==> config.mk <==
export PLATFORM = sky130hd
export DESIGN_NAME = vde_queue
export DESIGN_NICKNAME = d
export VERILOG_FILES = /design/src/hw/rtl/vde_pkg.sv /design/src/hw/rtl/vde_queue.sv
export SDC_FILE = /design/constraint.sdc
export NUM_CORES = 1
export LEC_CHECK = 0
export CAP_MARGIN = 20
export CORE_MARGIN = 5
export CORE_UTILIZATION = 37
export DETAILED_ROUTE_END_ITERATION = 7
export DONT_BUFFER_PORTS = 1
export GPL_ROUTABILITY_DRIVEN = 0
export SYNTH_ARGS = -nofsm -noshare
export SYNTH_HDL_FRONTEND = slang
export SYNTH_SLANG_ARGS = --single-unit
==> constraint.sdc <==
create_clock -name clock -period 13.8 [get_ports clock]
set_input_delay 2.07 -clock clock [delete_from_list [all_inputs] [get_ports clock]]
set_output_delay 2.07 -clock clock [all_outputs]
set_load 0.01 [all_outputs]
==> src/hw/rtl/vde_pkg.sv <==
// Shared types and constants of the vector distance engine.
`default_nettype none
package vde_pkg;

   localparam int ElemBits = 16;
   localparam int AccBits  = 44;
   localparam int MulBits  = 128;

   localparam logic [2:0] METRIC_L1     = 3'd0;
   localparam logic [2:0] METRIC_L2     = 3'd1;
   localparam logic [2:0] METRIC_L2_SQ  = 3'd2;
   localparam logic [2:0] METRIC_LINF   = 3'd3;
   localparam logic [2:0] METRIC_COSINE = 3'd4;

   localparam logic [1:0] STATUS_OK        = 2'd0;
   localparam logic [1:0] STATUS_ZERO_NORM = 2'd1;
   localparam logic [1:0] STATUS_SATURATED = 2'd2;

   localparam logic [AccBits-1:0] ACC_MAX = {AccBits{1'b1}};
   localparam logic [AccBits-1:0] DOT_MAX = {1'b0, {(AccBits-1){1'b1}}};
   localparam logic [AccBits-1:0] DOT_MIN = {1'b1, {(AccBits-1){1'b0}}};
   localparam logic [16:0]        Q16_ONE = 17'd65536;

   typedef struct packed {
      logic signed [ElemBits-1:0] elem_a;
      logic signed [ElemBits-1:0] elem_b;
      logic                       last_element;
   } req_word_type;

   typedef struct packed {
      logic [AccBits-1:0] distance;
      logic [1:0]         status;
   } rsp_word_type;

   // Finished accumulator set of one vector, handed from front to back end.
   typedef struct packed {
      logic [2:0]                metric;
      logic [AccBits-1:0]        diff_sum;
      logic [ElemBits-1:0]       max_abs_diff;
      logic signed [AccBits-1:0] dot_sum;
      logic [AccBits-1:0]        norm_a_sum;
      logic [AccBits-1:0]        norm_b_sum;
      logic                      saturated;
   } job_type;

   typedef enum logic [2:0] {
      BK_IDLE,
      BK_SQRT,
      BK_MUL,
      BK_COS_STEP,
      BK_OUT
   } back_state_type;

   typedef enum logic [1:0] {
      PH_NORM,
      PH_DOT,
      PH_TSQ,
      PH_TP
   } mul_phase_type;

endpackage
`default_nettype wire

==> src/hw/rtl/vde_queue.sv <==
// Two-entry queue of finished vectors between front and back end.
`default_nettype none
module vde_queue
   import vde_pkg::*;
(
   input  wire logic    clock,
   input  wire logic    reset,
   input  wire logic    push,
   input  wire job_type push_job,
   output logic         full,
   input  wire logic    pop,
   output job_type      pop_job,
   output logic         empty
);

   job_type    entry_ff [2];
   logic       wr_ptr_ff, wr_ptr_in;
   logic       rd_ptr_ff, rd_ptr_in;
   logic [1:0] count_ff, count_in;

   assign full    = (count_ff == 2'd2);
   assign empty   = (count_ff == 2'd0);
   assign pop_job = entry_ff[rd_ptr_ff];

   always_comb begin
      wr_ptr_in = wr_ptr_ff ^ push;
      rd_ptr_in = rd_ptr_ff ^ pop;
      count_in  = count_ff + {1'b0, push} - {1'b0, pop};
   end

   always_ff @(posedge clock) begin
      if (reset) begin
         wr_ptr_ff <= 1'b0;
         rd_ptr_ff <= 1'b0;
         count_ff  <= 2'd0;
      end else begin
         wr_ptr_ff <= wr_ptr_in;
         rd_ptr_ff <= rd_ptr_in;
         count_ff  <= count_in;
      end
   end

   always_ff @(posedge clock) begin
      if (push) begin
         entry_ff[wr_ptr_ff] <= push_job;
      end
   end

   a_no_overflow: assert property (@(posedge clock) disable iff (reset) !(push && full))
      else $error("queue push while full");
   a_no_underflow: assert property (@(posedge clock) disable iff (reset) !(pop && empty))
      else $error("queue pop while empty");

endmodule
`default_nettype wire

# Word level (Yosys, flattened, before mapping)
# Memories as Yosys holds them, arrays and structs flattened. A register that Yosys moved wholly into a read port is not among the register bits.
# Index checks and enable logic that the tools add are counted.
dict set report totals {
  ram_bits 392
  n_memories 1
  register_bits 4
  inputBits 200
}
# name depth word_bits read_ports rd_ports_with_merged_regs write_ports line_no
set memory_table {}
lappend memory_table {entry_ff 2 196 1 1 1 vde_queue.sv:16} ;# job_type entry_ff [2];
dict set report classes {
  n_reduce_logical 1
  add_sub_neg 2
  muxes 3
  eq_ne 1
  n_bitwise 2
}
# operator count
set ops {}
lappend ops {{two-way mux 1 bit} 3}
lappend ops {{adder 2 x 1 -> 2 bit} 1}
lappend ops {{equality test 2 bit, second input constant} 1}
lappend ops {{logical NOT 2 bit} 1}
lappend ops {{subtractor 2 x 1 -> 2 bit} 1}
lappend ops {{XOR 1 bit} 2}

# Longest topological paths before layout
dict set report logic_depth {
  ltp_word 2
  mapped_depth 6
  mapped_depth_nobuf 6
}

# Worst setup path before layout
# OpenSTA, ideal clock, no wires.
dict set report synth_path {
  kind {in2reg}
  startpoint {input push}
  endpoint {memory entry_ff[0][0] (netlist name) (enable)}
  n_path_buf 0
  t_arrival_ns 6.609
  cell_stages 1
  path_slack_ns 6.609
  t_required_ns 13.218
  path_cell_list {ha_1}
}
dict set report synth_via {
  elab_chain_cells 2
}
# element line_no
set synth_rtl {}
lappend synth_rtl {{start: declaration} vde_queue.sv:8} ;# input wire logic push,
lappend synth_rtl {{two-way mux 1 bit} vde_queue.sv:44} ;# if (push) begin
lappend synth_rtl {{two-way mux 1 bit (not written as such)} vde_queue.sv:45} ;# entry_ff[wr_ptr_ff] <= push_job;
lappend synth_rtl {{end: declaration} vde_queue.sv:16}
# Every way passes these cells.

==> summary.txt <==
Pwr
  • Part of the power in combinational logic: 0.082
  • Internal power component: 0.00222 W
  • Total Power Consumption: 0.00281 W
  • Worst supply voltage drop on vdd: 121 µV
  • Clock network fraction of design power: 0.408
  • Switch share: 0.210
  • Pwr per Cell Area: 167 nW/µm²
  • Leakage power of the design: 5.74 nW
  • Net Sw Power: 0.000590 W
  • Register share of total power: 0.510

Synthesis
  • Avg Cell Area, Syn: 23.7 µm²
  • Number of distinct library cell variants in the gate-level netlist after synthesis: 12
  • Number of flip-flops and latches in the synthesized netlist: 396
  • Area share of fa/ha/maj cells after synthesis: 0.00336
  • Post-synth net total: 833
  • Top cell type's share of synthesized area: 0.791
  • Dominant combinational cell family by area after synthesis: multiplexers
  • Number of warnings issued by yosys: 0
  • Sequential-to-total area share from yosys stat: 0.797
  • Area share of and/or/nand/nor cells after synthesis: 0.00185
  • Share of synthesized area spent on multiplexers: 0.181
  • Xor/xnor share of the synthesized area: 0.00210
  • Largest area contributor in the synthesized netlist: sky130_fd_sc_hd__edfxtp_1
  • Compound-cell area share of the yosys netlist: 0
  • Cells after synthesis: 629
  • Most area-consuming cells after synthesis: sky130_fd_sc_hd__edfxtp_1 (79%), sky130_fd_sc_hd__mux2_4 (13%), sky130_fd_sc_hd__mux2_2 (5.0%)
  • Area of the mapped netlist: 14,900 µm²

STA
  • Number of max-slew violations in the final report: 0
  • Clock Skews: 0.0110 ns
  • Minimum clock period after layout: 5.33 ns
  • Fin crit share: 0.386
  • Count of final setup violators: 0
  • Fin Hold WS: 0.613 ns
  • Headroom to the max-slew limit: 0.282
  • Slew at the pin closest to its max-slew limit: 1.08 ns
  • Total negative slack: 0 ns
  • Final Hold Violating Endpoints: 0
  • Top achievable clock speed: 0.188 GHz
  • RSZ-0062 raised after global routing: false

Floorplanning
  • Die Span X: 211 µm
  • Starting density of the core: 0.374
  • Vertical die dimension: 211 µm
  • Site Rows: 73
  • Total core area: 39,700 µm²
  • Top-level I/O count: 398
  • Floorplan die area: 44,300 µm²

Cells and area
  • Commonest non-fill, non-tap cell in the layout: sky130_fd_sc_hd__edfxtp_1
  • Proportion of layout cells with a drive suffix above 1: 0.391
  • Post-layout net count: 863
  • Commonest non-fill, non-tap cells in the layout: sky130_fd_sc_hd__edfxtp_1 (392), sky130_fd_sc_hd__mux2_4 (130), sky130_fd_sc_hd__mux2_2 (66)
  • ANT cells: 0
  • Syn-to-layout area delta: 13.3%
  • Share of the core filled with cells in the final layout: 0.424
  • Non-Filler Instances: 1,216

Setup path
  • Arrival time at the worst endpoint: 3.26 ns
  • Required time worst endpoint: 11.73 ns
  • First element of the critical path: rd_ptr_ff
  • Largest driver fanout on the critical path: 55
  • Critical-path cell with the highest stage delay: sky130_fd_sc_hd__buf_4
  • Most numerous cell on the critical path: sky130_fd_sc_hd__buf_4
  • Critical path class: flip-flop to output pin
  • Worst-path cell chain: buf_4, buf_4, mux2_4
  • CP max stage delay: 0.85 ns
  • Category of the worst setup path capture point: output pin
  • Start of the worst register-to-register path: wr_ptr_ff
  • Crit start category: flip-flop
  • Register-to-register setup slack: 11.33 ns

Clocking
  • Count of cells resized by post-cts repair: 0
  • # clock sinks: 396
  • Number of clock buffers inserted by TritonCTS: 43
  • Post-CTS clock slew at the launch and capture registers of the worst setup and hold paths: 0.05 ns
  • Clock tree buffer depth: 3
  • Clock latency on the worst-skew pair: 0.53 ns
  • Quantity of hold-fixing buffers added after cts: 0
  • Post-CTS Setup Repair Bufs: 0
  • TritonCTS clock tree: built
  • Buffer cell driving the clock tree root: sky130_fd_sc_hd__clkbuf_16
  • Htree depth: 2

Global routing
  • Maximum number of pins on one net before global-route repair: 80
  • Via count of the first global-routing pass: 6,336
  • Global-route total usage across every layer: 0.128
  • Wire length of the first global-routing pass: 42,400 µm
  • Antenna violations before repair: 2
  • Overflow after GRT: 0

Route
  • Drt via density: 4.81
  • Per-cell routed wire length: 24.3 µm
  • Sum of routed wire segments on met1: 9950 µm
  • Routed wl met2: 14,900 µm
  • Detailed-routed wire length on met3: 3670 µm
  • Initial DRT Pass Iterations: 4
  • Routed vias: 5,853
  • Number of DRC violations after detailed routing: 0
  • Detailed router's first-iteration violation count: 286
  • Top metal layer carrying routed signals: met5
  • Final ANT Viol Nets: 0
  • Sum of routed wire length over all layers: 29,500 µm

Min path
  • Hold Path Origin: wr_ptr_ff
  • Hold Crit Class: flip-flop to flip-flop

Status
  • Outcome: finished clean

Place
  • Total instance count after detailed placement: 1,139
  • Port buffer count: 0
  • DP Wirelength: 20,900 µm

Job
  • MaxCap Viol Count: 0
==> layout make-up <==
type	count	area, µm²
Clock inverter	24	292
Sequential cell	396	11900
Clock buffer	53	1160
Multi-Input combinational cell	208	2830
Fill cell	3380	22900
Inverter	3	11.3
Tap cell	525	657
Timing Repair Buffer	7	52.6
==> cells in the mapped netlist (all sizes together) <==
cell type,instances
buf,22
dfxtp,4
edfxtp,392
ha,4
inv,3
mux2,196
nor2,4
nor2b,2
xnor2,1
xnor3,1
==> final timing paths <==
| path | end | cells past startpoint |
|---|---|---|
| max | pop_job[94] | 3 |
| min | wr_ptr_ff | 3 |
| max reg2reg | entry_ff[0][88] | 3 |
| min reg2reg | wr_ptr_ff | 3 |
==> registers in the layout, indices dropped and copies added, names as in the netlist <==
name       count
entry_ff     392
wr_ptr_ff      1
rd_ptr_ff      1
count_ff       2
==> cell families after synthesis <==
logic type | Yosys count
muxes | 196
and+or+nand+nor | 6
adders and majority gates | 4
buffers and inverters | 25
xor gates and xnor gates | 2
DFF | 396
==> power by group through the flow <==
stage                     clock [W]  combinational, W  sequential (W)
final                       0.00115          0.000230         0.00143
after global placement            0          0.000233         0.00145
after global routing        0.00123          0.000245         0.00144
after floorplan                   0          0.000201         0.00146
after CTS                   0.00118          0.000238         0.00143
after detailed placement          0          0.000237         0.00146
==> through the flow <==
step | instance area, µm² | worst slack [ns]
after floorplan | 14900 | 6.61
after global placement | 15400 | 9.08
after detailed placement | 15400 | 8.97
after CTS | 16900 | 8.37
after global routing | 16900 | 8.25
final | 16900 | 8.47
==> metal layers <==
layer | GRT usage | up-vias
met1 | 0.133 | 2923
met5 | 0 | -
li1 | - | 2571
met4 | 0.0514 | 4
met2 | 0.218 | 292
met3 | 0.0671 | 63
==> worst max-delay path: cells and delay by family (launching register included) <==
family	cells	cell delay [ns]
multiplexers	1	0.38
flip-flops	1	0.73
buffers and inverters	2	1.49
Power figures use the tool's default switching activity.
