===== config.mk =====
export PLATFORM = sky130hd
export DESIGN_NAME = vde_front
export DESIGN_NICKNAME = d
export VERILOG_FILES = /design/src/hw/rtl/vde_pkg.sv /design/src/hw/rtl/vde_front.sv
export SDC_FILE = /design/constraint.sdc
export NUM_CORES = 2
export LEC_CHECK = 0
export BUFFER_PORTS_ARGS = -buffer_cell sky130_fd_sc_hd__buf_2
export CORE_AREA = 2 2 361 363
export CTS_BUF_LIST = sky130_fd_sc_hd__clkbuf_2
export CTS_CLUSTER_SIZE = 40
export DETAILED_ROUTE_END_ITERATION = 12
export DIE_AREA = 0 0 363 365
export GPL_ROUTABILITY_DRIVEN = 1
export SLEW_MARGIN = 30
export SYNTH_ARGS = -nofsm -noshare
export SYNTH_HDL_FRONTEND = slang
export SYNTH_SLANG_ARGS = --single-unit

===== constraint.sdc =====
create_clock -name clock -period 11.25 [get_ports clock]
set_input_delay 2.25 -clock clock [delete_from_list [all_inputs] [get_ports clock]]
set_output_delay 2.25 -clock clock [all_outputs]
set_load 0.005 [all_outputs]

===== src/hw/rtl/vde_pkg.sv =====
// Shared types and constants of the vector distance engine.
`default_nettype none
package vde_pkg;

   localparam int ElemBits = 16;
   localparam int AccBits  = 44;
   localparam int MulBits  = 128;

   localparam logic [2:0] METRIC_L1     = 3'd0;
   localparam logic [2:0] METRIC_L2     = 3'd1;
   localparam logic [2:0] METRIC_L2_SQ  = 3'd2;
   localparam logic [2:0] METRIC_LINF   = 3'd3;
   localparam logic [2:0] METRIC_COSINE = 3'd4;

   localparam logic [1:0] STATUS_OK        = 2'd0;
   localparam logic [1:0] STATUS_ZERO_NORM = 2'd1;
   localparam logic [1:0] STATUS_SATURATED = 2'd2;

   localparam logic [AccBits-1:0] ACC_MAX = {AccBits{1'b1}};
   localparam logic [AccBits-1:0] DOT_MAX = {1'b0, {(AccBits-1){1'b1}}};
   localparam logic [AccBits-1:0] DOT_MIN = {1'b1, {(AccBits-1){1'b0}}};
   localparam logic [16:0]        Q16_ONE = 17'd65536;

   typedef struct packed {
      logic signed [ElemBits-1:0] elem_a;
      logic signed [ElemBits-1:0] elem_b;
      logic                       last_element;
   } req_word_type;

   typedef struct packed {
      logic [AccBits-1:0] distance;
      logic [1:0]         status;
   } rsp_word_type;

   // Finished accumulator set of one vector, handed from front to back end.
   typedef struct packed {
      logic [2:0]                metric;
      logic [AccBits-1:0]        diff_sum;
      logic [ElemBits-1:0]       max_abs_diff;
      logic signed [AccBits-1:0] dot_sum;
      logic [AccBits-1:0]        norm_a_sum;
      logic [AccBits-1:0]        norm_b_sum;
      logic                      saturated;
   } job_type;

   typedef enum logic [2:0] {
      BK_IDLE,
      BK_SQRT,
      BK_MUL,
      BK_COS_STEP,
      BK_OUT
   } back_state_type;

   typedef enum logic [1:0] {
      PH_NORM,
      PH_DOT,
      PH_TSQ,
      PH_TP
   } mul_phase_type;

endpackage
`default_nettype wire


===== src/hw/rtl/vde_front.sv =====
// Front end: takes element pairs, forms products, accumulates per metric.
`default_nettype none
module vde_front
   import vde_pkg::*;
#(
   parameter int MAX_LEN = 4096
) (
   input  wire logic         clock,
   input  wire logic         reset,
   input  wire logic [2:0]   metric,
   input  wire logic         req_valid,
   output logic              req_ready,
   input  wire req_word_type req_word,
   output logic              job_push,
   output job_type           job,
   input  wire logic         job_full
);

   localparam int CntW = $clog2(MAX_LEN + 1);

   // stage 1: differences and products
   logic                 s1_valid_ff;
   logic                 s1_end_ff;
   logic [2:0]           s1_metric_ff;
   logic [ElemBits-1:0]  s1_ad_ff;
   logic [31:0]          s1_adsq_ff;
   logic signed [31:0]   s1_ab_ff;
   logic [31:0]          s1_aa_ff;
   logic [31:0]          s1_bb_ff;
   logic [CntW-1:0]      cnt_ff, cnt_in;

   // accumulators
   logic [AccBits-1:0]        diff_ff, diff_in;
   logic [ElemBits-1:0]       max_ff, max_in;
   logic signed [AccBits-1:0] dot_ff, dot_in;
   logic [AccBits-1:0]        na_ff, na_in;
   logic [AccBits-1:0]        nb_ff, nb_in;
   logic                      sat_ff, sat_in;

   logic                 accept, advance, item_end;
   logic signed [16:0]   d;
   logic [16:0]          ad_wide;
   logic [ElemBits-1:0]  ad;
   logic signed [31:0]   ea_wide, eb_wide;
   logic [AccBits:0]     diff_add, na_add, nb_add;
   logic [AccBits:0]     dot_add;
   logic [31:0]          diff_term;

   assign advance   = !(s1_valid_ff && s1_end_ff && job_full);
   assign req_ready = !s1_valid_ff || advance;
   assign accept    = req_valid && req_ready;
   assign item_end  = req_word.last_element || (cnt_ff == CntW'(MAX_LEN - 1));

   always_comb begin
      d       = {req_word.elem_a[ElemBits-1], req_word.elem_a}
              - {req_word.elem_b[ElemBits-1], req_word.elem_b};
      ad_wide = d[16] ? 17'(-d) : 17'(d);
      ad      = ad_wide[ElemBits-1:0];
      ea_wide = 32'(req_word.elem_a);
      eb_wide = 32'(req_word.elem_b);
      cnt_in  = cnt_ff;
      if (accept) begin
         cnt_in = item_end ? '0 : cnt_ff + 1'b1;
      end
   end

   always_ff @(posedge clock) begin
      if (reset) begin
         s1_valid_ff <= 1'b0;
         cnt_ff      <= '0;
      end else begin
         cnt_ff <= cnt_in;
         if (accept) begin
            s1_valid_ff <= 1'b1;
         end else if (advance) begin
            s1_valid_ff <= 1'b0;
         end
      end
   end

   always_ff @(posedge clock) begin
      if (accept) begin
         s1_end_ff    <= item_end;
         s1_metric_ff <= metric;
         s1_ad_ff     <= ad;
         s1_adsq_ff   <= 32'(ad) * 32'(ad);
         s1_ab_ff     <= ea_wide * eb_wide;
         s1_aa_ff     <= ea_wide * ea_wide;
         s1_bb_ff     <= eb_wide * eb_wide;
      end
   end

   // accumulate under the metric captured with the word
   always_comb begin
      diff_in  = diff_ff;
      max_in   = max_ff;
      dot_in   = dot_ff;
      na_in    = na_ff;
      nb_in    = nb_ff;
      sat_in   = sat_ff;
      diff_term = (s1_metric_ff == METRIC_L1) ? {16'b0, s1_ad_ff} : s1_adsq_ff;
      diff_add = {1'b0, diff_ff} + {13'b0, diff_term};
      na_add   = {1'b0, na_ff} + {13'b0, s1_aa_ff};
      nb_add   = {1'b0, nb_ff} + {13'b0, s1_bb_ff};
      dot_add  = {dot_ff[AccBits-1], dot_ff} + {{13{s1_ab_ff[31]}}, s1_ab_ff};
      case (s1_metric_ff) inside
         METRIC_L1, METRIC_L2, METRIC_L2_SQ: begin
            if (diff_add[AccBits]) begin
               diff_in = ACC_MAX;
               sat_in  = 1'b1;
            end else begin
               diff_in = diff_add[AccBits-1:0];
            end
         end
         METRIC_LINF: begin
            if (s1_ad_ff > max_ff) max_in = s1_ad_ff;
         end
         METRIC_COSINE: begin
            if (dot_add[AccBits] != dot_add[AccBits-1]) begin
               dot_in = dot_add[AccBits] ? DOT_MIN : DOT_MAX;
               sat_in = 1'b1;
            end else begin
               dot_in = dot_add[AccBits-1:0];
            end
            if (na_add[AccBits]) begin
               na_in  = ACC_MAX;
               sat_in = 1'b1;
            end else begin
               na_in = na_add[AccBits-1:0];
            end
            if (nb_add[AccBits]) begin
               nb_in  = ACC_MAX;
               sat_in = 1'b1;
            end else begin
               nb_in = nb_add[AccBits-1:0];
            end
         end
         default: ;
      endcase
   end

   assign job_push = s1_valid_ff && s1_end_ff && !job_full;

   always_comb begin
      job.metric       = s1_metric_ff;
      job.diff_sum     = diff_in;
      job.max_abs_diff = max_in;
      job.dot_sum      = dot_in;
      job.norm_a_sum   = na_in;
      job.norm_b_sum   = nb_in;
      job.saturated    = sat_in;
   end

   always_ff @(posedge clock) begin
      if (reset) begin
         diff_ff <= '0;
         max_ff  <= '0;
         dot_ff  <= '0;
         na_ff   <= '0;
         nb_ff   <= '0;
         sat_ff  <= 1'b0;
      end else if (s1_valid_ff && advance) begin
         if (s1_end_ff) begin
            diff_ff <= '0;
            max_ff  <= '0;
            dot_ff  <= '0;
            na_ff   <= '0;
            nb_ff   <= '0;
            sat_ff  <= 1'b0;
         end else begin
            diff_ff <= diff_in;
            max_ff  <= max_in;
            dot_ff  <= dot_in;
            na_ff   <= na_in;
            nb_ff   <= nb_in;
            sat_ff  <= sat_in;
         end
      end
   end

   a_end_waits: assert property (@(posedge clock) disable iff (reset)
      (s1_valid_ff && s1_end_ff && job_full) |=> (s1_valid_ff && s1_end_ff))
      else $error("vector end dropped while queue full");

endmodule
`default_nettype wire


# Word-level counts from Yosys, hierarchy flattened
# Index checks and enable logic that the tools add are counted.
# Widths: inputs -> output; s select.
[op_classes] n_lt_le_gt_ge=1 add_sub_neg=7 mux=36 n_eq_ne=7 n_mul=4 reduce_logical=12
[ops] op="$mux 44" n=19
[ops] op="$add 44x32->45" n=4
[ops] op="$mul 16x16->32" n=4
[ops] op="$mux 16" n=5
[ops] op="$mux 32" n=1
[ops] op="$sub 16x16->17" n=1
[ops] op="$gt 16x16->1" n=1
[ops] op="$neg 16->16" n=1
[ops] op="$add 13x1->13 const B" n=1
[ops] op="$eq 13x12->1 const B" n=1
[ops] op="$mux 13" n=1
[ops] op="$mux 1" n=10
[ops] op="$eq 3x2->1 const B" n=2
[ops] op="$logic_and 1x1->1" n=5
[ops] op="$eq 3x1->1 const B" n=1
[ops] op="$eq 3x3->1 const B" n=1
[ops] op="$logic_not 1->1" n=3
[ops] op="$logic_not 3->1" n=1
[ops] op="$reduce_or 3->1" n=1
[ops] op="$logic_or 1x1->1" n=2
[ops] op="$ne 2x2->1 const B" n=1
[ops] op="$ne 1x1->1" n=1
[totals] elab_cells=82 ff_bits=355

# Longest topological paths before layout
[depth] ltp_word=9 ltp_mapped=41 mapped_depth_nobuf=38

# Worst setup path before layout
# No wires, ideal clock.
[synth_path] path_type="in2reg" start="in req_word[18] in the netlist's numbering" end="reg s1_adsq_ff[31] (data pin)" setup_slack_ns=0.502 arrival_time_ns=10.485 cell_stages=36 path_cell_list="inv_1 > clkbuf_1 > clkbuf_1 > fa_1 > nor2b_4 > o31ai_2 > nand2_1 > a31oi_1 > a31oi_1 > a31o_2 > buf_2 > a21oi_1 > xor2_1 > inv_2 > nand2_1 > inv_1 > fa_1 > inv_1 > fa_1 > inv_1 > fa_1 > inv_1 > fa_1 > fa_1 > fa_1 > inv_1 > ha_1 > a21o_1 > a2111oi_0 > nor3b_1 > a211oi_1 > a211oi_1 > a21o_1 > a21oi_1 > xor2_1 > xnor2_1"
[synth_between] elab_chain_cells=4
[synth_lines] item="from (decl)" line_no="vde_front.sv:13" source="input wire req_word_type req_word,"
[synth_lines] item="$sub 16x16->17 *" line_no="vde_front.sv:56" source="- {req_word.elem_b[ElemBits-1], req_word.elem_b};"
[synth_lines] item="$neg 16->16" line_no="vde_front.sv:57" source="ad_wide = d[16] ? 17'(-d) : 17'(d);"
[synth_lines] item="$mux 16 *" line_no="vde_front.sv:57"
[synth_lines] item="net ad_wide[8]" line_no="vde_front.sv:42" source="logic [16:0] ad_wide;"
[synth_lines] item="$mul 16x16->32 *" line_no="vde_front.sv:86" source="s1_adsq_ff <= 32'(ad) * 32'(ad);"
[synth_lines] item="to (signal assigned)" line_no="vde_front.sv:86"
[synth_lines] item="to (decl)" line_no="vde_front.sv:26" source="logic [31:0] s1_adsq_ff;"
# Mark *: on every way through the listed nets, which the timed path passes. The rest lies on a longest branch.
# A chain may end at the register's enable or synchronous reset.

# Final worst setup path
[layout_path] start="in req_word[17] in the netlist's numbering" end="reg s1_adsq_ff[25] (data pin)"
[layout_between] elab_chain_cells=4
[layout_lines] item="$sub 16x16->17 *" line_no="vde_front.sv:56"
[layout_lines] item="$neg 16->16" line_no="vde_front.sv:57"
[layout_lines] item="$mux 16 *" line_no="vde_front.sv:57"
[layout_lines] item="$mul 16x16->32 *" line_no="vde_front.sv:86"
# Mark *: on every way between the ends. The rest lies on a longest branch, timed or not.

==> Implementation_results.wiki <==
{| class="wikitable"
! Metric !! Value
|-
| Max_cap viols || 0
|-
| Initial cell density of the core || approximately 45%
|-
| Area leader, netlist || fa_1
|-
| Number of library cell types mapped by synthesis || 100
|-
| Xor and xnor fraction of the mapped netlist area || 4.85%
|-
| Vias || 45800
|-
| Summed instance area of the synthesized netlist || 57500 um^2
|-
| Clock slew at the register clock pins of the worst setup and hold paths || between 100 and 150 ps
|-
| Final period utilization || 89.5%
|-
| Die Area || 132000 um^2
|-
| Proportion of synthesized flip-flops having asynchronous set or reset || 0%
|-
| Via density per instance || 5.40
|-
| Data required time at the worst endpoint || 12380 ps
|-
| Area occupied by multi-input gates || between 40000 and 50000 um^2
|-
| Clock tree buffer depth || 3
|-
| Critical-path top delay cell || xnor2_1
|-
| Number of gates given a new drive strength after cts || 0
|-
| Count of buffers from port buffering || roughly 240
|-
| Final routed wirelength across all metal layers || 164000 um
|-
| Final weighted congestion of routability-driven global placement || 0.917
|-
| Top post-synthesis cells by count || 1242 x inv_1, 907 x fa_1, 639 x nand2_1
|-
| Layout Skew || just over 200 ps
|-
| Fraction of post-synthesis cell area in the top cell type by area || 31.6%
|-
| H-tree Lvls || 3
|-
| Result of the run || finished, final reports clean
|-
| Drt first pass iters || 5
|-
| Placement Rows || around 130
|-
| Top FF cell, synth || dfxtp_1
|-
| CTS Sinks || 351
|-
| Gate count after technology mapping || about 6500
|-
| CTS Root Cell || clkbuf_2
|-
| Multiplexer share of the synthesized area || less than 1%
|-
| TritonCTS clock tree || yes
|-
| Total of flip-flops plus latches after synthesis || 351
|-
| RSZ-0062 raised after global routing || no
|-
| IO Pins || 238
|-
| FF/Latch Area || 8470 um^2
|-
| Highest achievable clock rate || 99.3 MHz
|-
| Final Hold Slack || 481 ps
|-
| Die width || 363 um
|-
| Largest fanout of any net on the critical path || 13
|-
| First-pass GRT wire length || 259000 um
|-
| Critical path class || in -> reg
|-
| Number of global-route vias before repair || 46400
|-
| Portion of the post-synthesis area used by sequential elements || 14.7%
|-
| Number of warnings issued by yosys || 0
|-
| Layout overhead on the synthesized area || 7.45%
|-
| Cell types with the largest area share after synthesis || fa_1 32%, ha_1 12%, inv_1 8.1%
|-
| Clock latency reported for the late side of the worst-skew pair || 1370 ps
|-
| Arithmetic-cell share of the synthesized area counting full adders, half adders and majority gates || roughly 43%
|-
| Final non-filler cell area || 61800 um^2
|-
| Global route overflow || 0
|-
| Mean area per synthesized cell || just under 9 um^2
|-
| Die Span Y || 365 um
|-
| Final setup margin || 1180 ps
|-
| Headroom to the max-slew limit || approximately 33%
|-
| Core region area || 129000 um^2
|-
| Max-slew violation count || 0
|-
| Detailed placer's ending HPWL || 132000 um
|-
| CP Launch Type || input port
|-
| Number of antenna violations at the first check in global routing || 9
|-
| Critical path capture point type || flop
|-
| Top-count cell post-synth || inv_1
|-
| Total Nets Final || 8201
|-
| Inserted Clock Buffers || 96
|-
| Synthesized-area fraction occupied by and/or/nand/nor cells || around 13%
|-
| Setup Viol. Count Final || 0
|-
| Arr. time, crit path || ~11000 ps
|-
| Drc violations || 0
|-
| Largest net degree at the start of global routing || 104
|-
| DR iter-0 viols || 3138
|-
| Hold Fails Final Rpt || 0
|-
| Setup Slack @ Placement || -160 ps
|-
| Pin slew with the least headroom to its limit || 1000 ps
|-
| Synthesized-area fraction occupied by ao, oa, aoi and oai cells || 13.7%
|-
| Placed cell areas || 60800 um^2
|-
| Number of enable-type register cells in the synthesized netlist || roughly 140
|-
| Total GRT Usage || 24.9%
|-
| Post-CTS setup buffer count || 0
|-
| Worst min-delay path category || reg -> reg
|-
| Final period demand of the worst path || 10070 ps
|-
| Most common cell on crit path || fa_1
|-
| Routed wire length per instance || 19.3 um
|-
| Post-cts hold buffer count || 0
|-
| Largest family of logic cells by synthesized area || adder cells
|-
| Max incr delay on CP || 690 ps
|-
| Final ANT Viol Nets || 0
|-
| Final core utilization || 48.0%
|-
| Net count after synthesis || between 7000 and 8000
|-
| Fraction of layout cells with a size suffix above 1 || under 10%
|-
| Final-layout fill cell count || 12600
|}
state kept, by name, summed over array words and instances (netlist names):
signal	flops
dot_ff	44
s1_end_ff	1
nb_ff	44
s1_ab_ff	32
sat_ff	1
s1_valid_ff	1
max_ff	16
s1_bb_ff	31
na_ff	44
s1_ad_ff	16
s1_aa_ff	31
cnt_ff	13
diff_ff	44
s1_metric_ff	3
s1_adsq_ff	30
metrics by stage:
stage	setup TNS, ps	instances
2_1_floorplan	0	6499
3_3_place_gp	-72.5	8297
3_5_place_dp	-417	8297
4_1_cts	0	8477
5_1_grt	0	8485
6_report	0	8486
worst paths after layout:
| path | startpoint | to | slack (ps) | cells past startpoint |
|---|---|---|---|---|
| max | req_word[17] | s1_adsq_ff[25] | 1180 | 33 |
| min | sat_ff | sat_ff | 480 | 1 |
| max reg2reg | s1_metric_ff[2] | diff_ff[39] | 6240 | 15 |
| min reg2reg | sat_ff | sat_ff | 480 | 1 |
metal layers:
metal / vias to the layer above / part of all wire [%] / track usage, %
met2: 1334 / 45 / 39.4
li1: 21400 / - / -
met5: - / 0.015 / 0
met3: 195 / 6.1 / 3.20
met1: 22900 / 47 / 36.1
met4: 4 / 2.3 / 6.45
cell families (layout without fill, tap and decap cells):
group,count (synthesis),in the layout
muxes,38,38
buffers and inverters,1497,1800
adders and majority gates,1441,1441
DFF,351,351
xor gates and xnor gates,315,315
other,0,9
AOI/OAI and AO/OA,1193,1193
and+or+nand+nor,1664,1664
worst max-delay path: cells and delay by family:
| kind | cells | cell delay, ps |
|---|---|---|
| buffers and inverters | 7 | 550 |
| AND/OR/NAND/NOR | 4 | 670 |
| adder cells (fa/ha/maj) | 9 | 4290 |
| XOR/XNOR | 2 | 780 |
| AO/OA/AOI/OAI | 11 | 2650 |
area by class of cell:
class	instances	share of cell area, %
sequential	351	13.7
tap	1675	3.39
antenna	9	0.0364
inverter	1267	7.71
clock inverter	51	0.482
timing repair buffer	353	3.33
multi-input combinational	4651	70.3
clock buffer	129	1.04
cells in the final DEF, fill, tap and decap left out, types with 19 or more instances in the layout:
cell type	count
nor3_1	66
o21ai_0	247
nand3_1	86
dfxtp_1	207
ha_1	534
or2_2	19
clkbuf_2	129
and2_1	99
nor2_1	512
nand4_1	37
a211oi_1	35
a21oi_1	327
xor2_1	112
clkinv_1	37
mux2_2	34
buf_4	116
a31oi_1	57
nand2b_1	32
nor2b_1	50
xnor2_1	198
buf_2	237
o21a_1	48
inv_1	1242
edfxtp_1	144
and3_1	46
a22o_1	103
fa_1	907
a21o_1	148
o21bai_1	33
nand2_1	637
Power is left out: the tool's default activity adds up to more than one toggle a clock period on the data nets, which glitch-free logic cannot reach.
