`src/hw/rtl/vde_pkg.sv`:
```
// Shared types and constants of the vector distance engine.
`default_nettype none
package vde_pkg;

   localparam int ElemBits = 16;
   localparam int AccBits  = 44;
   localparam int MulBits  = 128;

   localparam logic [2:0] METRIC_L1     = 3'd0;
   localparam logic [2:0] METRIC_L2     = 3'd1;
   localparam logic [2:0] METRIC_L2_SQ  = 3'd2;
   localparam logic [2:0] METRIC_LINF   = 3'd3;
   localparam logic [2:0] METRIC_COSINE = 3'd4;

   localparam logic [1:0] STATUS_OK        = 2'd0;
   localparam logic [1:0] STATUS_ZERO_NORM = 2'd1;
   localparam logic [1:0] STATUS_SATURATED = 2'd2;

   localparam logic [AccBits-1:0] ACC_MAX = {AccBits{1'b1}};
   localparam logic [AccBits-1:0] DOT_MAX = {1'b0, {(AccBits-1){1'b1}}};
   localparam logic [AccBits-1:0] DOT_MIN = {1'b1, {(AccBits-1){1'b0}}};
   localparam logic [16:0]        Q16_ONE = 17'd65536;

   typedef struct packed {
      logic signed [ElemBits-1:0] elem_a;
      logic signed [ElemBits-1:0] elem_b;
      logic                       last_element;
   } req_word_type;

   typedef struct packed {
      logic [AccBits-1:0] distance;
      logic [1:0]         status;
   } rsp_word_type;

   // Finished accumulator set of one vector, handed from front to back end.
   typedef struct packed {
      logic [2:0]                metric;
      logic [AccBits-1:0]        diff_sum;
      logic [ElemBits-1:0]       max_abs_diff;
      logic signed [AccBits-1:0] dot_sum;
      logic [AccBits-1:0]        norm_a_sum;
      logic [AccBits-1:0]        norm_b_sum;
      logic                      saturated;
   } job_type;

   typedef enum logic [2:0] {
      BK_IDLE,
      BK_SQRT,
      BK_MUL,
      BK_COS_STEP,
      BK_OUT
   } back_state_type;

   typedef enum logic [1:0] {
      PH_NORM,
      PH_DOT,
      PH_TSQ,
      PH_TP
   } mul_phase_type;

endpackage
`default_nettype wire

```
`src/hw/rtl/vde_back.sv`:
```
// Back end: square root, cosine search and result register.
`default_nettype none
module vde_back
   import vde_pkg::*;
(
   input  wire logic    clock,
   input  wire logic    reset,
   input  wire logic    job_empty,
   input  wire job_type job_in,
   output logic         job_pop,
   output logic         rsp_valid,
   input  wire logic    rsp_ready,
   output rsp_word_type rsp_word
);

   localparam logic [5:0] CNT_NORM = 6'd44;
   localparam logic [5:0] CNT_TSQ  = 6'd17;
   localparam logic [5:0] CNT_TP   = 6'd34;
   localparam logic [4:0] SQRT_STEPS = 5'd22;

   back_state_type state_ff, state_in;
   mul_phase_type  phase_ff, phase_in;
   job_type        job_ff, job_in_reg;

   logic [AccBits-1:0] res_dist_ff, res_dist_in;
   logic [1:0]         res_stat_ff, res_stat_in;

   logic [AccBits-1:0] rad_ff, rad_in;
   logic [25:0]        rem_ff, rem_in;
   logic [21:0]        root_ff, root_in;
   logic [4:0]         it_ff, it_in;

   logic [MulBits-1:0] mx_ff, mx_in;
   logic [AccBits-1:0] my_ff, my_in;
   logic [MulBits-1:0] macc_ff, macc_in;
   logic [5:0]         mcnt_ff, mcnt_in;

   logic [87:0]        prod_p_ff, prod_p_in;
   logic [MulBits-1:0] rhs_ff, rhs_in;
   logic [16:0]        lo_ff, lo_in, hi_ff, hi_in, mid_ff, mid_in;

   logic               rsp_valid_ff, rsp_valid_in;
   rsp_word_type       rsp_word_ff, rsp_word_in;

   logic [25:0]        rem_sh, trial;
   logic [AccBits-1:0] mag;
   logic               dot_neg;
   logic [17:0]        lh_sum;
   logic [1:0]         sat_status;

   assign rsp_valid = rsp_valid_ff;
   assign rsp_word  = rsp_word_ff;
   assign dot_neg   = job_ff.dot_sum[AccBits-1];
   assign mag       = dot_neg ? AccBits'(-job_ff.dot_sum) : job_ff.dot_sum;
   assign rem_sh    = {rem_ff[23:0], rad_ff[AccBits-1 -: 2]};
   assign trial     = {2'b0, root_ff, 2'b01};
   assign sat_status = job_ff.saturated ? STATUS_SATURATED : STATUS_OK;

   always_comb begin
      state_in    = state_ff;
      phase_in    = phase_ff;
      job_in_reg  = job_ff;
      job_pop     = 1'b0;
      res_dist_in = res_dist_ff;
      res_stat_in = res_stat_ff;
      rad_in      = rad_ff;
      rem_in      = rem_ff;
      root_in     = root_ff;
      it_in       = it_ff;
      mx_in       = mx_ff;
      my_in       = my_ff;
      macc_in     = macc_ff;
      mcnt_in     = mcnt_ff;
      prod_p_in   = prod_p_ff;
      rhs_in      = rhs_ff;
      lo_in       = lo_ff;
      hi_in       = hi_ff;
      mid_in      = mid_ff;
      rsp_valid_in = rsp_valid_ff && !rsp_ready;
      rsp_word_in  = rsp_word_ff;
      lh_sum      = {1'b0, lo_ff} + {1'b0, hi_ff} + {17'b0, dot_neg};
      unique case (state_ff)
         BK_IDLE: begin
            if (!job_empty) begin
               job_pop    = 1'b1;
               job_in_reg = job_in;
               res_stat_in = (job_in.metric <= METRIC_COSINE && job_in.saturated)
                             ? STATUS_SATURATED : STATUS_OK;
               res_dist_in = '0;
               state_in    = BK_OUT;
               case (job_in.metric) inside
                  METRIC_L1, METRIC_L2_SQ: res_dist_in = job_in.diff_sum;
                  METRIC_LINF: res_dist_in = AccBits'(job_in.max_abs_diff);
                  METRIC_L2: begin
                     rad_in   = job_in.diff_sum;
                     rem_in   = '0;
                     root_in  = '0;
                     it_in    = SQRT_STEPS;
                     state_in = BK_SQRT;
                  end
                  METRIC_COSINE: begin
                     if (job_in.norm_a_sum == '0 || job_in.norm_b_sum == '0) begin
                        res_stat_in = STATUS_ZERO_NORM;
                     end else begin
                        mx_in    = MulBits'(job_in.norm_a_sum);
                        my_in    = job_in.norm_b_sum;
                        macc_in  = '0;
                        mcnt_in  = CNT_NORM;
                        phase_in = PH_NORM;
                        state_in = BK_MUL;
                     end
                  end
                  default: ;
               endcase
            end
         end
         BK_SQRT: begin
            if (it_ff == '0) begin
               res_dist_in = AccBits'(root_ff);
               state_in    = BK_OUT;
            end else begin
               rad_in = rad_ff << 2;
               it_in  = it_ff - 1'b1;
               if (rem_sh >= trial) begin
                  rem_in  = rem_sh - trial;
                  root_in = {root_ff[20:0], 1'b1};
               end else begin
                  rem_in  = rem_sh;
                  root_in = {root_ff[20:0], 1'b0};
               end
            end
         end
         BK_MUL: begin
            if (mcnt_ff != '0) begin
               if (my_ff[0]) macc_in = macc_ff + mx_ff;
               mx_in   = mx_ff << 1;
               my_in   = my_ff >> 1;
               mcnt_in = mcnt_ff - 1'b1;
            end else begin
               unique case (phase_ff)
                  PH_NORM: begin
                     prod_p_in = macc_ff[87:0];
                     mx_in     = MulBits'(mag);
                     my_in     = mag;
                     macc_in   = '0;
                     mcnt_in   = CNT_NORM;
                     phase_in  = PH_DOT;
                  end
                  PH_DOT: begin
                     rhs_in   = macc_ff << 32;
                     lo_in    = '0;
                     hi_in    = Q16_ONE;
                     state_in = BK_COS_STEP;
                  end
                  PH_TSQ: begin
                     mx_in    = MulBits'(prod_p_ff);
                     my_in    = AccBits'(macc_ff[33:0]);
                     macc_in  = '0;
                     mcnt_in  = CNT_TP;
                     phase_in = PH_TP;
                  end
                  PH_TP: begin
                     if (!dot_neg) begin
                        if (macc_ff >= rhs_ff) hi_in = mid_ff;
                        else lo_in = mid_ff + 1'b1;
                     end else begin
                        if (macc_ff <= rhs_ff) lo_in = mid_ff;
                        else hi_in = mid_ff - 1'b1;
                     end
                     state_in = BK_COS_STEP;
                  end
                  default: ;
               endcase
            end
         end
         BK_COS_STEP: begin
            if (lo_ff < hi_ff) begin
               mid_in   = lh_sum[17:1];
               mx_in    = MulBits'(lh_sum[17:1]);
               my_in    = AccBits'(lh_sum[17:1]);
               macc_in  = '0;
               mcnt_in  = CNT_TSQ;
               phase_in = PH_TSQ;
               state_in = BK_MUL;
            end else begin
               res_dist_in = dot_neg ? AccBits'(Q16_ONE) + AccBits'(lo_ff)
                                     : AccBits'(Q16_ONE) - AccBits'(lo_ff);
               res_stat_in = sat_status;
               state_in    = BK_OUT;
            end
         end
         BK_OUT: begin
            if (!rsp_valid_ff || rsp_ready) begin
               rsp_valid_in         = 1'b1;
               rsp_word_in.distance = res_dist_ff;
               rsp_word_in.status   = res_stat_ff;
               state_in             = BK_IDLE;
            end
         end
         default: state_in = BK_IDLE;
      endcase
   end

   always_ff @(posedge clock) begin
      if (reset) begin
         state_ff     <= BK_IDLE;
         rsp_valid_ff <= 1'b0;
      end else begin
         state_ff     <= state_in;
         rsp_valid_ff <= rsp_valid_in;
      end
   end

   always_ff @(posedge clock) begin
      phase_ff    <= phase_in;
      job_ff      <= job_in_reg;
      res_dist_ff <= res_dist_in;
      res_stat_ff <= res_stat_in;
      rad_ff      <= rad_in;
      rem_ff      <= rem_in;
      root_ff     <= root_in;
      it_ff       <= it_in;
      mx_ff       <= mx_in;
      my_ff       <= my_in;
      macc_ff     <= macc_in;
      mcnt_ff     <= mcnt_in;
      prod_p_ff   <= prod_p_in;
      rhs_ff      <= rhs_in;
      lo_ff       <= lo_in;
      hi_ff       <= hi_in;
      mid_ff      <= mid_in;
      rsp_word_ff <= rsp_word_in;
   end

   a_zero_norm_dist: assert property (@(posedge clock) disable iff (reset)
      (rsp_valid_ff && rsp_word_ff.status == STATUS_ZERO_NORM) |-> rsp_word_ff.distance == '0)
      else $error("zero-norm result with nonzero distance");
   a_search_bounds: assert property (@(posedge clock) disable iff (reset)
      (state_ff == BK_COS_STEP) |-> (hi_ff <= Q16_ONE))
      else $error("cosine search bound out of range");

endmodule
`default_nettype wire
```
`config.mk`:
```
export PLATFORM = sky130hd
export DESIGN_NAME = vde_back
export DESIGN_NICKNAME = d
export VERILOG_FILES = /design/src/hw/rtl/vde_pkg.sv /design/src/hw/rtl/vde_back.sv
export SDC_FILE = /design/constraint.sdc
export NUM_CORES = 2
export LEC_CHECK = 0
export BUFFER_PORTS_ARGS = -buffer_cell sky130_fd_sc_hd__buf_2
export CAP_MARGIN = 5
export CORE_MARGIN = 3
export CORE_UTILIZATION = 45
export CTS_BUF_LIST = sky130_fd_sc_hd__clkbuf_4 sky130_fd_sc_hd__clkbuf_8
export DETAILED_ROUTE_END_ITERATION = 6
export HOLD_SLACK_MARGIN = 0.12
export SYNTH_ARGS = -nofsm -noshare
export SYNTH_HDL_FRONTEND = slang
export SYNTH_SLANG_ARGS = --single-unit
```
`constraint.sdc`:
```
create_clock -name clock -period 19.9 [get_ports clock]
set_input_delay 1.99 -clock clock [delete_from_list [all_inputs] [get_ports clock]]
set_output_delay 1.99 -clock clock [all_outputs]
set_load 0.02 [all_outputs]
```
== Word-level counts from Yosys, hierarchy flattened ==
Index checks and enable logic that the tools add are counted.
Widths: inputs -> output; s select.

* Flip-flop bits (word level): 779
* Latch bits: 0
* RAM bits: 0
* ROM bits: 0
* Logic and storage cells: 227
* Memories: 0

* Add/sub/neg operators: 11
* Multiply operators: 0
* Div/mod/pow operators: 0
* $lt $le $gt $ge: 5
* Eq/ne operators: 33
* Shift-type cells: 0
* Mux-type cells: 119
* Bitwise logic cells: 2
* Reductions and logical operators: 35

{| class="wikitable"
|+ Operators by type and width
! kind !! number
|-
| $mux 128 || 18
|-
| $mux 44 || 19
|-
| $pmux 128 s3 || 2
|-
| $pmux 44 s3 || 2
|-
| $pmux 128 s2 || 1
|-
| $pmux 44 s2 || 2
|-
| $mux 24 || 6
|-
| $add 128x128->128 || 1
|-
| $ge 128x128->1 || 1
|-
| $le 128x128->1 || 1
|-
| $mux 22 || 5
|-
| $mux 17 || 6
|-
| $logic_not 44->1 || 2
|-
| $pmux 17 s2 || 2
|-
| $mux 6 || 8
|-
| $pmux 24 s2 || 1
|-
| $neg 44->44 || 1
|-
| $pmux 22 s2 || 1
|-
| $mux 2 || 17
|-
| $mux 3 || 11
|-
| $ne 2x2->1 const B || 14
|-
| $ge 26x24->1 || 1
|-
| $mux 5 || 5
|-
| $sub 24x24->24 || 1
|-
| 44 further kinds || 77
|}

== Logic depth before layout (Yosys ltp) ==
* Depth after elaboration: 10
* Gate-level depth with buffers: 16

== Worst setup path before layout ==
Ideal clock, no wire load.

* Path kind: input to register
* From: in job_empty
* To: reg macc_ff[0] (enable)
* Library setup time: 0.843 ns
* Arrival time: 14.404 ns
* Required time: 19.057 ns
* Slack: 4.653 ns
* Stages: 4
* Path through: nor2_1 and4_1 o21ai_0 a311oi_1

* Word-level cells in the longest chain between the ends: 2

{| class="wikitable"
|+ RTL lines
! item !! RTL line !! text
|-
| from (decl) || vde_back.sv:8 || <nowiki>input wire logic job_empty,</nowiki>
|-
| $ne 2x2->1 (no source line) || - ||
|-
| $reduce_and 10->1 (no source line) || - ||
|-
| to (signal assigned) || vde_back.sv:225 || <nowiki>macc_ff <= macc_in;</nowiki>
|-
| to (decl) || vde_back.sv:35 || <nowiki>logic [MulBits-1:0] macc_ff, macc_in;</nowiki>
|}

Every way passes these cells.
A chain may end at the register's enable or synchronous reset.

== Worst setup path in the final report ==
* From: in job_in[29] in the netlist's numbering
* To: reg macc_ff[83] (enable)

* Word-level cells in the longest chain between the ends: 4

{| class="wikitable"
|+ RTL lines
! item !! RTL line !! text
|-
| from (decl) || vde_back.sv:9 || <nowiki>input wire job_type job_in,</nowiki>
|-
| $logic_not 44->1 || vde_back.sv:102 || <nowiki>if (job_in.norm_a_sum == '0 || job_in.norm_b_sum == '0) begin</nowiki>
|-
| $logic_or 1x1->1 || vde_back.sv:102 ||
|-
| $ne 2x2->1 (no source line) || - ||
|-
| $reduce_and 10->1 (no source line) || - ||
|}

Every way passes these cells.

==> metrics.txt <==
Sw Pwr about 1.1 mW; number of max-cap violations 0; prevailing post-synth register cell sky130_fd_sc_hd__edfxtp_1; setup violation total in the final timing report 0; largest vdd supply drop roughly 0.000056 V; async set-or-reset flop fraction in the synthesized netlist 0%; maximum root-to-sink buffer count 3; combinational share of power 13.8%; number of endpoints with negative hold slack in the final report 0; area enclosed by the die boundary 102000 um2; vias in the first global route about 33000; Vias/cell between 5 and 6; vertical die dimension 319 um; Tmin final between 5 and 6 ns; outcome complete, but fails checks; count of H-tree levels built during CTS 4; Met3 Wirelength roughly 10000 um; Worst-Skew Late Latency around 0.83 ns; Met2 Wirelength 65800 um; number of antenna-violating nets in the routed design 0; Layout Area Growth over Synthesis 11.8%; fraction of power consumed by the clock network around 37%; CTS buffer count between 100 and 150; global router's overall resource usage between 20% and 30%; switch share approximately 28%; class of the worst hold path register to register; post-synthesis register bit count between 700 and 800; Port Buf Inserts between 200 and 250; Flop pwr share between 40% and 50%; number of placement rows 114; final routed wire length divided by cell count 24.1 um; Power Dens Cells approximately 80 nW/um2; vias 34884; number of remaining DRC errors 3; layout cell share with drive strength beyond 1 a little under an eighth; Std-Cell Core Area 97000 um2; NumNets Final 4950; worst endpoint data arrival time between 6 and 7 ns; yosys warns 0; Post CTS Setup Buffer Count 0; Post-Route M1 WL between 50000 and 60000 um; Internal Power 2.88 mW; cell area after synthesis between 40000 and 50000 um2; critical path type input pin to register; relative slew slack between 10% and 20%; initial core utilization 45.6%; Worst Setup End Kind register; top routing layer used met5; Post-Synthesis Net Count about 4700; CTS tree yes; count of unique library cells instantiated by Yosys 78; Worst Tran Pin Value between 1 and 1.5 ns; count of fill cells added during filler insertion approximately 8900; maximum number of pins on one net before global-route repair 76; total of cells resized after clock tree synthesis 0; Worst Skew 0.0348 ns; total leakage power 19.0 nW; Avg Synthesized Cell Area roughly 10 um2; Max FO, Critical Path 63; drt total wl between 100000 and 150000 um; clock slew seen by the registers of the worst setup and hold paths ~0.06 ns; top achievable clock speed around 180 MHz; RSZ-0062 raised after global routing no; failing checks DRC; portion of the clock cycle consumed by the worst path in the final layout 28.5%; final weighted congestion in routability-driven placement just under 1; die width between 300 and 400 um; number of pins exceeding their max-slew limit in the final report 0; CP required 20.32 ns; sequential area share after synthesis 52.8%; Worst Setup Start Kind input pin; estimated wirelength of the detail-placed design about 110000 um; Sinks on Clock Net 779; gate count after technology mapping between 4000 and 5000; hold buffer count at CTS 0; number of antenna violations at the first check in global routing 2; number of synthesized flops with an enable pin just under 800; detailed-routing iteration count for the pre-antenna-repair pass 7; Total Neg Setup Slack 0 ns; Tot Pwr 3.99 mW; first-pass GRT wire length approximately 210000 um; Congestion Overflow GR 0; top-level I/O count approximately 250; Iter 0 DRT Violations 3925; root buf cell sky130_fd_sc_hd__clkbuf_8
## registers in the layout (all words and copies together) (netlist names), 22 cells and up
signal       flops
res_dist_ff     44
rhs_ff          96
macc_ff        128
mx_ff          128
rad_ff          44
rem_ff          24
prod_p_ff       88
my_ff           44
job_ff          44
rsp_word        46
root_ff         22
## synthesized netlist by cell type, types with 7 or more instances
library cell,instances,share of area [%]
sky130_fd_sc_hd__a211o_1,12,0.24
sky130_fd_sc_hd__a211oi_1,12,0.20
sky130_fd_sc_hd__a21boi_0,20,0.34
sky130_fd_sc_hd__a21o_1,104,1.8
sky130_fd_sc_hd__a21oi_1,340,3.8
sky130_fd_sc_hd__a221oi_1,19,0.38
sky130_fd_sc_hd__a222oi_1,11,0.25
sky130_fd_sc_hd__a22o_1,46,0.91
sky130_fd_sc_hd__a22oi_1,58,0.98
sky130_fd_sc_hd__a31o_2,7,0.14
sky130_fd_sc_hd__a31oi_1,29,0.41
sky130_fd_sc_hd__and2_1,7,0.099
sky130_fd_sc_hd__and3_1,50,0.71
sky130_fd_sc_hd__and4_1,8,0.16
sky130_fd_sc_hd__buf_1,12,0.10
sky130_fd_sc_hd__clkbuf_1,165,1.4
sky130_fd_sc_hd__edfxtp_1,775,53
sky130_fd_sc_hd__ha_1,287,8.1
sky130_fd_sc_hd__inv_1,214,1.8
sky130_fd_sc_hd__mux2i_1,26,0.59
sky130_fd_sc_hd__nand2_1,415,3.5
sky130_fd_sc_hd__nand2b_1,33,0.47
sky130_fd_sc_hd__nand3_1,52,0.59
sky130_fd_sc_hd__nand4_1,86,1.2
sky130_fd_sc_hd__nor2_1,448,3.8
sky130_fd_sc_hd__nor2b_1,31,0.44
sky130_fd_sc_hd__nor3_1,80,0.91
sky130_fd_sc_hd__nor4_1,49,0.69
sky130_fd_sc_hd__o211ai_1,27,0.46
sky130_fd_sc_hd__o21a_1,32,0.54
sky130_fd_sc_hd__o21ai_0,301,3.4
sky130_fd_sc_hd__o21ai_1,9,0.10
sky130_fd_sc_hd__o21bai_1,51,0.87
sky130_fd_sc_hd__o31a_1,7,0.14
sky130_fd_sc_hd__o31ai_1,22,0.37
sky130_fd_sc_hd__or2_2,9,0.13
sky130_fd_sc_hd__or3_1,31,0.44
sky130_fd_sc_hd__or4_1,10,0.17
sky130_fd_sc_hd__xnor2_1,140,2.8
sky130_fd_sc_hd__xor2_1,91,1.8
## area by class of cell
| type | instances | area, um2 | share of cell area (%) |
|---|---|---|---|
| Antenna cell | 2 | 5.00 | 0.0101 |
| Clock buffer | 178 | 2210 | 4.48 |
| Clock inverter | 59 | 414 | 0.838 |
| Inverter | 215 | 807 | 1.63 |
| Multi-Input combinational cell | 3044 | 19500 | 39.5 |
| Sequential cell | 779 | 23400 | 47.2 |
| Tap cell | 1276 | 1600 | 3.23 |
| Timing Repair Buffer | 284 | 1510 | 3.06 |
## critical path, cell delays in order
cell and delay, ns:
sky130_fd_sc_hd__buf_2 0.17, sky130_fd_sc_hd__nor4_1 0.07, sky130_fd_sc_hd__nand3_1 0.19, sky130_fd_sc_hd__nor3_1 0.09, sky130_fd_sc_hd__nor2_1 0.56, sky130_fd_sc_hd__and4_1 0.29, sky130_fd_sc_hd__o21ai_0 0.28, sky130_fd_sc_hd__a311oi_4 0.67
sky130_fd_sc_hd__buf_4 0.81, sky130_fd_sc_hd__buf_4 0.79
## through the flow
stage | hold WS [ns] | worst slack, ns | cell area, um2 | cells | utilization, %
2_1_floorplan | 0.400 | 4.65 | 44200 | 4218 | -
3_3_place_gp | 0.400 | 13.49 | 46800 | 5598 | 48.3
3_5_place_dp | 0.405 | 13.40 | 46800 | 5598 | 48.3
4_1_cts | 0.418 | 14.28 | 49400 | 5835 | 51.0
5_1_grt | 0.420 | 14.09 | 49400 | 5836 | 51.0
6_report | 0.416 | 14.22 | 49400 | 5837 | 51.0
## worst paths after layout
check	startpoint	slack, ns	cells after the start	endpoint
setup reg to reg	lo_ff[1]$_SDFFCE_PN0P_	14.45	14	macc_ff[83]$_SDFFCE_PN0P_
hold / removal	res_stat_ff[0]$_SDFFCE_PP0P_	0.42	0	rsp_word[0]$_DFFE_PP_
hold reg to reg	res_stat_ff[0]$_SDFFCE_PP0P_	0.42	0	rsp_word[0]$_DFFE_PP_
setup / recovery	job_in[29]	14.22	10	macc_ff[83]$_SDFFCE_PN0P_
## kinds of logic after synthesis
kind of cell    synth area share (%)
simple gates                    13.9
compound gates                  16.5
flops                           52.8
buf+inv                         3.36
fa+ha+maj                       8.21
xor+xnor                        4.58
mux                            0.614
## placed cells by master (no fill, tap or decap), drive strengths merged, types with 58 or more instances in the layout
cell | netlist | routed
nand2 | 415 | 415
ha | 287 | 287
a22oi | 58 | 58
edfxtp | 775 | 775
o21ai | 310 | 310
xor2 | 91 | 91
clkbuf | 165 | 178
nor3 | 80 | 80
a21oi | 340 | 340
nor2 | 448 | 448
inv | 214 | 224
xnor2 | 140 | 140
a21o | 104 | 104
buf | 15 | 284
nand4 | 86 | 86
## per-layer routing
layer  global-route usage [%]  vias up
met2                     44.0     1488
met3                     4.35      278
met4                     9.41        2
met5                        0        -
met1                     36.7    16967
li1                         -    16149
## power by group through the flow
stage | Sequential (mW) | Clock, mW | Combinational, mW
global placement | 2.00 | 0 | 0.540
CTS | 1.97 | 1.50 | 0.545
detailed placement | 2.00 | 0 | 0.542
finish | 1.97 | 1.47 | 0.551
global route | 1.98 | 1.57 | 0.601
floorplan | 2.00 | 0 | 0.353
Note: power is estimated with default switching activity, not from simulation.
